[src/rtl/rc_failsafe_and_stick_mapper_assert.svh]
// ----------------------------------------------------------------------------
// rc failsafe and stick mapper assertion macros
// shared concurrent assertion forms, clocked on aclk, off during reset
// ----------------------------------------------------------------------------
`ifndef RC_FAILSAFE_AND_STICK_MAPPER_ASSERT_SVH
`define RC_FAILSAFE_AND_STICK_MAPPER_ASSERT_SVH

// consequent must hold in the same cycle as the antecedent
`define RCFS_ASSERT_SAME(label, clk, rstn, ante, cons, msg) \
    label: assert property (@(posedge clk) disable iff (!(rstn)) (ante) |-> (cons)) \
        else $error(msg);

// consequent must hold in the cycle after the antecedent
`define RCFS_ASSERT_NEXT(label, clk, rstn, ante, cons, msg) \
    label: assert property (@(posedge clk) disable iff (!(rstn)) (ante) |=> (cons)) \
        else $error(msg);

`endif

[src/rtl/rcfs_pkg.sv]
// ----------------------------------------------------------------------------
// rcfs_pkg
// shared types and constants of the rc failsafe and stick mapper
// ----------------------------------------------------------------------------
`timescale 1ns / 1ps

package rcfs_pkg;

    // failsafe phase codes
    typedef enum logic [1:0] {
        PHASE_IDLE = 2'd0,
        PHASE_LOSS = 2'd1,
        PHASE_OFF  = 2'd2
    } phase_t;

    // operand selection of the shared multiplier
    typedef enum logic [2:0] {
        MUL_NONE  = 3'd0,
        MUL_ROLL  = 3'd1,
        MUL_PITCH = 3'd2,
        MUL_YAWK  = 3'd3,
        MUL_YAWF  = 3'd4
    } mul_op_t;

    // controller to datapath commands
    typedef struct packed {
        logic    load_in;
        mul_op_t mul_op;
        logic    cap_roll;
        logic    cap_pitch;
        logic    cap_f;
        logic    cap_yaw;
        logic    eval;
        logic    commit;
    } rcfs_cmd_t;

    // datapath to controller status
    typedef struct packed {
        logic is_check;
        logic out_free;
    } rcfs_status_t;

    // configuration register indexes
    localparam logic [7:0] CFG_LOSS_THRESHOLD      = 8'd0;
    localparam logic [7:0] CFG_SWITCHOFF_THRESHOLD = 8'd1;
    localparam logic [7:0] CFG_ROLL_MAX_ANGLE      = 8'd2;
    localparam logic [7:0] CFG_PITCH_MAX_ANGLE     = 8'd3;

    // configuration reset values
    localparam logic [31:0] LOSS_THRESHOLD_RST      = 32'd1500;
    localparam logic [31:0] SWITCHOFF_THRESHOLD_RST = 32'd3000;
    localparam logic [15:0] MAX_ANGLE_RST           = 16'd5120;

    // input action codes
    localparam logic ACTION_PACKET = 1'b0;
    localparam logic ACTION_CHECK  = 1'b1;

    // yaw curve constants: 0.2 in q0.16, 1.0 in q1.15
    localparam logic signed [17:0] YAW_ALPHA_Q16 = 18'sd13107;
    localparam logic [16:0]        ONE_Q15       = 17'd32768;

endpackage

[src/rtl/rcfs_ctrl.sv]
// ----------------------------------------------------------------------------
// rcfs_ctrl
// sequencer that steps one item through the shared multiplier datapath
// ----------------------------------------------------------------------------
`timescale 1ns / 1ps

module rcfs_ctrl
    import rcfs_pkg::*;
(
    input  logic         aclk,
    input  logic         aresetn,
    input  logic         s_tvalid,
    output logic         s_tready,
    input  rcfs_status_t status,
    output rcfs_cmd_t    cmd
);

    typedef enum logic [2:0] {
        ST_IDLE,
        ST_EVAL,
        ST_PITCH,
        ST_YAWK,
        ST_YAWF,
        ST_YAWM,
        ST_YAWR,
        ST_OUT
    } state_t;

    state_t state_reg, state_next;

    // state register
    always_ff @(posedge aclk) begin
        if (!aresetn) begin
            state_reg <= ST_IDLE;
        end else begin
            state_reg <= state_next;
        end
    end

    assign s_tready = (state_reg == ST_IDLE);

    // next state and commands
    always_comb begin
        state_next = state_reg;
        cmd        = '0;
        cmd.mul_op = MUL_NONE;
        case (state_reg)
            ST_IDLE: begin
                cmd.load_in = s_tvalid;
                if (s_tvalid) begin
                    state_next = ST_EVAL;
                end
            end
            ST_EVAL: begin
                cmd.eval = 1'b1;
                if (status.is_check) begin
                    state_next = ST_OUT;
                end else begin
                    cmd.mul_op = MUL_ROLL;
                    state_next = ST_PITCH;
                end
            end
            ST_PITCH: begin
                cmd.cap_roll = 1'b1;
                cmd.mul_op   = MUL_PITCH;
                state_next   = ST_YAWK;
            end
            ST_YAWK: begin
                cmd.cap_pitch = 1'b1;
                cmd.mul_op    = MUL_YAWK;
                state_next    = ST_YAWF;
            end
            ST_YAWF: begin
                cmd.cap_f  = 1'b1;
                state_next = ST_YAWM;
            end
            ST_YAWM: begin
                cmd.mul_op = MUL_YAWF;
                state_next = ST_YAWR;
            end
            ST_YAWR: begin
                cmd.cap_yaw = 1'b1;
                state_next  = ST_OUT;
            end
            ST_OUT: begin
                cmd.commit = status.out_free;
                if (status.out_free) begin
                    state_next = ST_IDLE;
                end
            end
            default: begin
                state_next = ST_IDLE;
            end
        endcase
    end

endmodule

[src/rtl/rcfs_dp.sv]
// ----------------------------------------------------------------------------
// rcfs_dp
// input capture, config registers, shared multiplier, failsafe state, output beat
// ----------------------------------------------------------------------------
`timescale 1ns / 1ps

module rcfs_dp
    import rcfs_pkg::*;
(
    input  logic          aclk,
    input  logic          aresetn,
    // input beat
    input  logic [103:0]  s_tdata,
    input  logic          s_tuser,
    // config write
    input  logic          cfg_valid,
    input  logic [7:0]    cfg_index,
    input  logic [31:0]   cfg_data,
    // output beat
    output logic          m_tvalid,
    input  logic          m_tready,
    output logic [103:0]  m_tdata,
    output logic          m_tuser,
    // control
    input  rcfs_cmd_t     cmd,
    output rcfs_status_t  status
);

    // config registers
    logic [31:0] loss_thr_reg;
    logic [31:0] off_thr_reg;
    logic [15:0] roll_ang_reg;
    logic [15:0] pitch_ang_reg;

    // captured input beat
    logic               action_reg;
    logic [31:0]        tick_reg;
    logic signed [15:0] thr_reg;
    logic signed [15:0] roll_reg;
    logic signed [15:0] pitch_reg;
    logic signed [15:0] yaw_reg;
    logic               sw_reg;

    // failsafe state
    phase_t      phase_reg, phase_next;
    logic [31:0] last_tick_reg;
    logic        held_reg, held_next;
    logic        motors_reg, motors_next;

    // check decision flags
    logic gate_reg;
    logic below_reg;

    // multiplier and partial results
    logic signed [17:0] op_a, op_b;
    logic signed [35:0] prod_reg;
    logic signed [16:0] roll_res_reg;
    logic signed [16:0] pitch_res_reg;
    logic [16:0]        f_reg;
    logic signed [15:0] yaw_res_reg;

    // output register
    logic         m_tvalid_reg;
    logic [103:0] m_tdata_reg;
    logic         m_tuser_reg;

    logic [31:0]        gap;
    logic [16:0]        yaw_abs;
    logic [16:0]        yaw_d;
    logic signed [35:0] rnd15;
    logic signed [35:0] rnd16;
    logic signed [20:0] sh15;
    logic signed [16:0] ang_sat;
    logic signed [15:0] yaw_sat;
    logic [12:0]        k_val;
    logic               out_valid;
    logic [31:0]        out_tick;
    logic signed [15:0] out_thr;
    logic signed [16:0] out_roll;
    logic signed [16:0] out_pitch;
    logic signed [15:0] out_yaw;

    assign status.is_check = (action_reg == ACTION_CHECK);
    assign status.out_free = !m_tvalid_reg || m_tready;

    // config writes
    always_ff @(posedge aclk) begin
        if (!aresetn) begin
            loss_thr_reg  <= LOSS_THRESHOLD_RST;
            off_thr_reg   <= SWITCHOFF_THRESHOLD_RST;
            roll_ang_reg  <= MAX_ANGLE_RST;
            pitch_ang_reg <= MAX_ANGLE_RST;
        end else if (cfg_valid) begin
            case (cfg_index)
                CFG_LOSS_THRESHOLD:      loss_thr_reg  <= cfg_data;
                CFG_SWITCHOFF_THRESHOLD: off_thr_reg   <= cfg_data;
                CFG_ROLL_MAX_ANGLE:      roll_ang_reg  <= cfg_data[15:0];
                CFG_PITCH_MAX_ANGLE:     pitch_ang_reg <= cfg_data[15:0];
                default: begin
                end
            endcase
        end
    end

    // input capture
    always_ff @(posedge aclk) begin
        if (cmd.load_in) begin
            action_reg <= s_tuser;
            tick_reg   <= s_tdata[31:0];
            thr_reg    <= s_tdata[47:32];
            roll_reg   <= s_tdata[63:48];
            pitch_reg  <= s_tdata[79:64];
            yaw_reg    <= s_tdata[95:80];
            sw_reg     <= s_tdata[96];
        end
    end

    // yaw magnitude and distance from full scale
    always_comb begin
        yaw_abs = yaw_reg[15] ? 17'(-{yaw_reg[15], yaw_reg}) : {1'b0, yaw_reg};
        yaw_d   = ONE_Q15 - yaw_abs;
    end

    // shared multiplier operand select
    always_comb begin
        op_a = '0;
        op_b = '0;
        case (cmd.mul_op)
            MUL_ROLL: begin
                op_a = {{2{roll_reg[15]}}, roll_reg};
                op_b = {2'b00, roll_ang_reg};
            end
            MUL_PITCH: begin
                op_a = {{2{pitch_reg[15]}}, pitch_reg};
                op_b = {2'b00, pitch_ang_reg};
            end
            MUL_YAWK: begin
                op_a = YAW_ALPHA_Q16;
                op_b = {1'b0, yaw_d};
            end
            MUL_YAWF: begin
                op_a = {{2{yaw_reg[15]}}, yaw_reg};
                op_b = {1'b0, f_reg};
            end
            default: begin
            end
        endcase
    end

    always_ff @(posedge aclk) begin
        if (cmd.mul_op != MUL_NONE) begin
            prod_reg <= op_a * op_b;
        end
    end

    // rounding and saturation of the registered product
    always_comb begin
        rnd15 = prod_reg + 36'sd16384;
        rnd16 = prod_reg + 36'sd32768;
        sh15  = rnd15[35:15];
        k_val = rnd16[28:16];
        if (sh15 > 21'sd65535) begin
            ang_sat = 17'sd65535;
        end else if (sh15 < -21'sd65536) begin
            ang_sat = -17'sd65536;
        end else begin
            ang_sat = sh15[16:0];
        end
        if (sh15 > 21'sd32767) begin
            yaw_sat = 16'sd32767;
        end else if (sh15 < -21'sd32768) begin
            yaw_sat = -16'sd32768;
        end else begin
            yaw_sat = sh15[15:0];
        end
    end

    // partial result capture
    always_ff @(posedge aclk) begin
        if (cmd.cap_roll) begin
            roll_res_reg <= ang_sat;
        end
        if (cmd.cap_pitch) begin
            pitch_res_reg <= ang_sat;
        end
        if (cmd.cap_f) begin
            f_reg <= ONE_Q15 - {4'b0000, k_val};
        end
        if (cmd.cap_yaw) begin
            yaw_res_reg <= yaw_sat;
        end
    end

    // failsafe check against both thresholds
    assign gap = tick_reg - last_tick_reg;

    always_ff @(posedge aclk) begin
        if (cmd.eval) begin
            gate_reg  <= (gap > loss_thr_reg) && (phase_reg != PHASE_OFF);
            below_reg <= (gap < off_thr_reg);
        end
    end

    // next failsafe state and result fields
    always_comb begin
        phase_next  = phase_reg;
        held_next   = held_reg;
        motors_next = motors_reg;
        out_valid   = 1'b0;
        out_tick    = '0;
        out_thr     = '0;
        out_roll    = '0;
        out_pitch   = '0;
        out_yaw     = '0;
        if (action_reg == ACTION_PACKET) begin
            phase_next = PHASE_IDLE;
            if (sw_reg) begin
                held_next = 1'b1;
            end else if (held_reg) begin
                motors_next = !motors_reg;
                held_next   = 1'b0;
            end
            out_valid = 1'b1;
            out_tick  = tick_reg;
            out_thr   = thr_reg;
            out_roll  = roll_res_reg;
            out_pitch = pitch_res_reg;
            out_yaw   = yaw_res_reg;
        end else if (gate_reg) begin
            if (below_reg) begin
                phase_next = PHASE_LOSS;
                out_valid  = 1'b1;
                out_tick   = tick_reg;
            end else begin
                phase_next  = PHASE_OFF;
                motors_next = 1'b0;
            end
        end
    end

    // state update on commit
    always_ff @(posedge aclk) begin
        if (!aresetn) begin
            phase_reg     <= PHASE_OFF;
            last_tick_reg <= '0;
            held_reg      <= 1'b0;
            motors_reg    <= 1'b0;
        end else if (cmd.commit) begin
            phase_reg  <= phase_next;
            held_reg   <= held_next;
            motors_reg <= motors_next;
            if (action_reg == ACTION_PACKET) begin
                last_tick_reg <= tick_reg;
            end
        end
    end

    // output beat register
    always_ff @(posedge aclk) begin
        if (!aresetn) begin
            m_tvalid_reg <= 1'b0;
        end else if (cmd.commit) begin
            m_tvalid_reg <= 1'b1;
        end else if (m_tready) begin
            m_tvalid_reg <= 1'b0;
        end
    end

    always_ff @(posedge aclk) begin
        if (cmd.commit) begin
            m_tuser_reg <= out_valid;
            m_tdata_reg <= {3'b000, phase_next, motors_next, out_yaw, out_pitch,
                            out_roll, out_thr, out_tick};
        end
    end

    assign m_tvalid = m_tvalid_reg;
    assign m_tdata  = m_tdata_reg;
    assign m_tuser  = m_tuser_reg;

endmodule

[src/rtl/rc_failsafe_and_stick_mapper.sv]
// ----------------------------------------------------------------------------
// rc_failsafe_and_stick_mapper
// radio packet failsafe tracking and stick to setpoint mapping
// ----------------------------------------------------------------------------
// Each input beat is a radio packet (tuser 0) or a failsafe check (tuser 1) and
// yields exactly one output beat. A packet passes the states EVAL, PITCH, YAWK,
// YAWF, YAWM, YAWR and OUT on its way to the output register: its four products
// (roll, pitch, and two for the yaw curve) go one after another through a single
// 18x18 multiplier. A check passes EVAL and OUT, one wide subtract and compare
// against both thresholds. OUT waits until the output register is free. A new
// beat is accepted only after the previous one has been moved to the output
// register, so the output may still hold an untaken result. Config writes are
// accepted every cycle and should only be issued while the block is idle.
`timescale 1ns / 1ps

module rc_failsafe_and_stick_mapper
    import rcfs_pkg::*;
(
    input  logic         aclk,
    input  logic         aresetn,
    // input stream
    input  logic         s_tvalid,
    output logic         s_tready,
    // tick_count[31:0], throttle_stick[47:32], roll_stick[63:48],
    // pitch_stick[79:64], yaw_stick[95:80], onoff_switch[96], zero fill
    input  logic [103:0] s_tdata,
    // action[0]
    input  logic         s_tuser,
    // result stream
    output logic         m_tvalid,
    input  logic         m_tready,
    // setpoint_tick[31:0], throttle_out[47:32], roll_degrees[64:48],
    // pitch_degrees[81:65], yaw_rate[97:82], motors_enabled[98],
    // failsafe_phase[100:99], zero fill
    output logic [103:0] m_tdata,
    // setpoint_valid[0]
    output logic         m_tuser,
    // config write
    input  logic         cfg_valid,
    output logic         cfg_ready,
    input  logic [7:0]   cfg_index,
    input  logic [31:0]  cfg_data
);

`include "rc_failsafe_and_stick_mapper_assert.svh"

    rcfs_cmd_t    cmd;
    rcfs_status_t status;

    assign cfg_ready = 1'b1;

    // sequencer
    rcfs_ctrl u_ctrl (
        .aclk     (aclk),
        .aresetn  (aresetn),
        .s_tvalid (s_tvalid),
        .s_tready (s_tready),
        .status   (status),
        .cmd      (cmd)
    );

    // datapath
    rcfs_dp u_dp (
        .aclk      (aclk),
        .aresetn   (aresetn),
        .s_tdata   (s_tdata),
        .s_tuser   (s_tuser),
        .cfg_valid (cfg_valid && cfg_ready),
        .cfg_index (cfg_index),
        .cfg_data  (cfg_data),
        .m_tvalid  (m_tvalid),
        .m_tready  (m_tready),
        .m_tdata   (m_tdata),
        .m_tuser   (m_tuser),
        .cmd       (cmd),
        .status    (status)
    );

    // checks
    `RCFS_ASSERT_SAME(a_off_no_setpoint, aclk, aresetn, m_tvalid && (m_tdata[100:99] == PHASE_OFF), !m_tuser, "setpoints issued while switched off")
    `RCFS_ASSERT_SAME(a_empty_beat_zero, aclk, aresetn, m_tvalid && !m_tuser, m_tdata[97:0] == '0, "setpoint fields not zero without setpoints")
    `RCFS_ASSERT_SAME(a_busy_no_accept, aclk, aresetn, cmd.mul_op != MUL_NONE, !s_tready, "input accepted while multiplier busy")
    `RCFS_ASSERT_NEXT(a_commit_shows_beat, aclk, aresetn, cmd.commit, m_tvalid, "committed result not presented")

endmodule

[config.mk]
export PLATFORM = sky130hd
export DESIGN_NAME = rc_failsafe_and_stick_mapper
export DESIGN_NICKNAME = d
export VERILOG_FILES = /design/src/rtl/rcfs_pkg.sv /design/src/rtl/rcfs_ctrl.sv /design/src/rtl/rcfs_dp.sv /design/src/rtl/rc_failsafe_and_stick_mapper.sv
export VERILOG_INCLUDE_DIRS = /design/src /design/src/rtl
export SDC_FILE = /design/constraint.sdc
export NUM_CORES = 1
export LEC_CHECK = 0
export ABC_AREA = 1
export BUFFER_PORTS_ARGS = -buffer_cell sky130_fd_sc_hd__buf_2
export CAP_MARGIN = 15
export CORE_ASPECT_RATIO = 0.75
export CORE_MARGIN = 2
export CORE_UTILIZATION = 50
export DETAILED_ROUTE_END_ITERATION = 16
export PLACE_DENSITY_LB_ADDON = 0.05
export SYNTH_ARGS = -nofsm -noshare
export SYNTH_HDL_FRONTEND = slang
export SYNTH_SLANG_ARGS = --single-unit
[constraint.sdc]
create_clock -name aclk -period 9.15 [get_ports aclk]
set_clock_uncertainty 0.05 [all_clocks]
set_input_delay 1.83 -clock aclk [delete_from_list [all_inputs] [get_ports aclk]]
set_output_delay 1.83 -clock aclk [all_outputs]
set_load 0.005 [all_outputs]
==> run summary <==
Tmin final: 8.55 ns
Hold WC Path Type: reg2reg
Peak fanout along the critical path: 22
CTS root buf: clkbuf_16
Highest Signal Layer: met4
Yosys warning count: 0
Max-Slew Margin vs Limit: 0.304
Routed met1 length: 41800 µm
Max reg flops: 101
Final hold violations: 0
Row count: 79
Number of CTS-inserted buffers: 43
Critical Path Sink Type: flip-flop
Syn avg cell area: 9.20 µm²
Min Hold Slack: 0.404 ns
Avg WL per Cell: 18.9 µm
RSZ-0062 raised after global routing: no
Initial antenna violation count: 0
PortBufs: 246
Clk_lat worst skew: 0.59 ns
Util after Layout: 0.562
Max incr delay on CP: 0.81 ns
Hold-fix buffers, CTS: 0
Required @ worst endpoint: 9.39 ns
WL final: 84800 µm
Number of synthesized flops with an enable pin: 290
# DRC: 0
Yosys cell types: 64
First-pass GRT wire length: 132000 µm
Vias: 23500
CP startpoint: u_dp.yaw_reg[15]$_DFFE_PP_
Sequential share of the synthesized area: 0.368
Clock buffer depth: 3
Async SR Flop Fraction: 0
Reg-to-reg startpoint: u_dp.yaw_reg[15]$_DFFE_PP_
Total I/O pin count: 258
Initial Utilization: 0.503
Post-synth top flop: edfxtp_1
Sum Neg Setup Slack: 0 ns
CP arrival: 8.79 ns
Area leader, netlist: edfxtp_1
GRT overflow: 0
Hold wc startpoint: u_dp.roll_ang_reg[9]$_SDFFE_PN0P_
Nets: 4252
Slew Limit Fails: 0
CP most frequent cell: inv_1
Peak Freq: 117 MHz
Worst-Margin Slew: 1.04 ns
Core Region: 0.0618 mm²
Share of layout cells above drive strength 1: 0.130
Vias in the first global route: 23400
Vias per inst: 5.25
Pre-antenna DRT Iters: 5
CP max-delay cell: edfxtp_1
Cts repair resizes: 0
Metal2 WL: 34800 µm
Postcts setup bufs: 0
Die area: 0.0642 mm²
Largest net degree at the start of global routing: 106
Count of state elements after synthesis: 426
Status: finished, final reports clean
Clock net sink count: 426
Leakage: 15.9 nW
Top cells by area, synth: edfxtp_1 28%, fa_1 18%, dfxtp_1 8.8%, inv_1 8.4%, ha_1 7.4%
Routability cong.: 0.941
Htree depth: 2
CP Launch Type: flip-flop
Clock slew at reported path FFs: 0.06 ns
PD cells: 180 mW/mm²
Cell Area, Synth: 0.0311 mm²
Mapped Cells: 3381
Iter 0 DRT Violations: 1720
DIE HEIGHT: 220 µm
DR WL met3: 7150 µm
Post-synth top area share: 0.280
Dpl hpwl: 69100 µm
Post-route ant nets: 0
Critical path type: reg2reg
Max Cap Viol: 0
Area growth, synth to finish: 11.7%
# setup viols final: 0
Worst vdd ir: 0.000140 V
Fin crit share: 0.934
Tot GR Track Use: 0.269
Antenna Cells: 0
CTS tree: yes
Die Wd: 292 µm
==> cells by family (layout without fill, tap and decap cells) <==
logic type               after synthesis  count (layout)  share of synthesized area
AND/OR/NAND/NOR                     1030            1030                      0.143
buffers and inverters                819            1093                      0.103
AO/OA/AOI/OAI                        535             535                     0.0995
adder cells (fa/ha/maj)              471             471                      0.259
flip-flops                           426             426                      0.368
XOR/XNOR                              98              98                     0.0278
other                                  2              13                   0.000242
==> power by group <==
part           internal, mW  leakage [nW]  switching, mW
logic                 0.641          11.4           1.38
clock network          1.07         0.698          0.763
registers              2.29          3.77          0.111
==> placed cells by master (no fill, tap or decap), types with 8 or more instances in the layout <==
cell	synthesis	final
a221oi_1	14	14
ha_1	184	184
a22o_1	12	12
nor3_1	28	26
buf_2	21	246
nor2_4	6	8
conb_1	2	13
nand2_1	455	455
clkbuf_16	0	43
clkinv_1	6	9
clkbuf_1	49	12
nand3_1	77	77
xor2_1	66	66
a21oi_1	241	241
fa_1	287	287
nand2_2	43	43
a21oi_2	8	8
inv_2	21	21
edfxtp_1	290	290
a31oi_1	9	9
buf_4	16	40
dfxtp_1	136	136
o211ai_1	28	28
nor2_1	353	352
xnor2_1	31	31
a21o_1	12	12
nand4_1	22	22
nor2_2	11	10
inv_1	698	698
o21ai_0	166	166
==> routing by layer <==
layer / global-route usage / vias to the layer above
met4: 0.0454 / 0
met2: 0.392 / 798
met3: 0.0563 / 69
met5: 0 / -
met1: 0.416 / 11400
li1: - / 11200
==> cell type report <==
cell class / count / area (µm²)
multi-input cells: 2147 / 16500
clock inverters: 22 / 313
fillers: 5600 / 27100
well taps: 810 / 1010
clock buffers: 58 / 1160
repair buffers: 287 / 1550
inverters: 726 / 2740
flip-flops and latches: 426 / 11400
==> final timing paths <==
path,to,slack (ns),cells after the start
worst max-delay path,u_dp.prod_reg[35]$_DFFE_PP_,0.60,32
worst min-delay path,u_dp.roll_ang_reg[9]$_SDFFE_PN0P_,0.40,2
worst max register to register,u_dp.prod_reg[35]$_DFFE_PP_,0.60,32
worst min register to register,u_dp.roll_ang_reg[9]$_SDFFE_PN0P_,0.40,2
==> synth_stat cells, drive strengths merged (5+ instances only) <==
master and n:
xor2 67, ha 184, nand4 22, a22o 12, nor3 33, a21oi 251, dfxtp 136, o21ai 172
clkinv 6, buf 44, nor4 6, nor2 370, fa 287, a31oi 9, o21a 5, a21o 12
nand3 85, o21bai 6, a221oi 19, clkbuf 49, nand2 500, inv 719, xnor2 31, o211ai 29
edfxtp 290
==> metrics by stage <==
stage               setup WS, ns  cell area (µm²)  cells  total power [mW]
global route               0.134            34700   4476              6.63
global placement           0.888            33200   4395              4.39
finish                     0.600            34700   4476              6.26
floorplan                   1.94            31100   3392              3.76
detailed placement         0.768            33200   4395              4.43
CTS                        0.751            34700   4475              6.28
==> worst max-delay path, delay by kind of cell, from the launching register on <==
kind / cells / cell delay, ns
buf+inv: 9 / 1.15
compound gates: 4 / 1.02
fa+ha+maj: 8 / 4.00
flops: 1 / 0.81
xor+xnor: 1 / 0.09
simple gates: 10 / 1.10
Power figures use the tool's default switching activity.
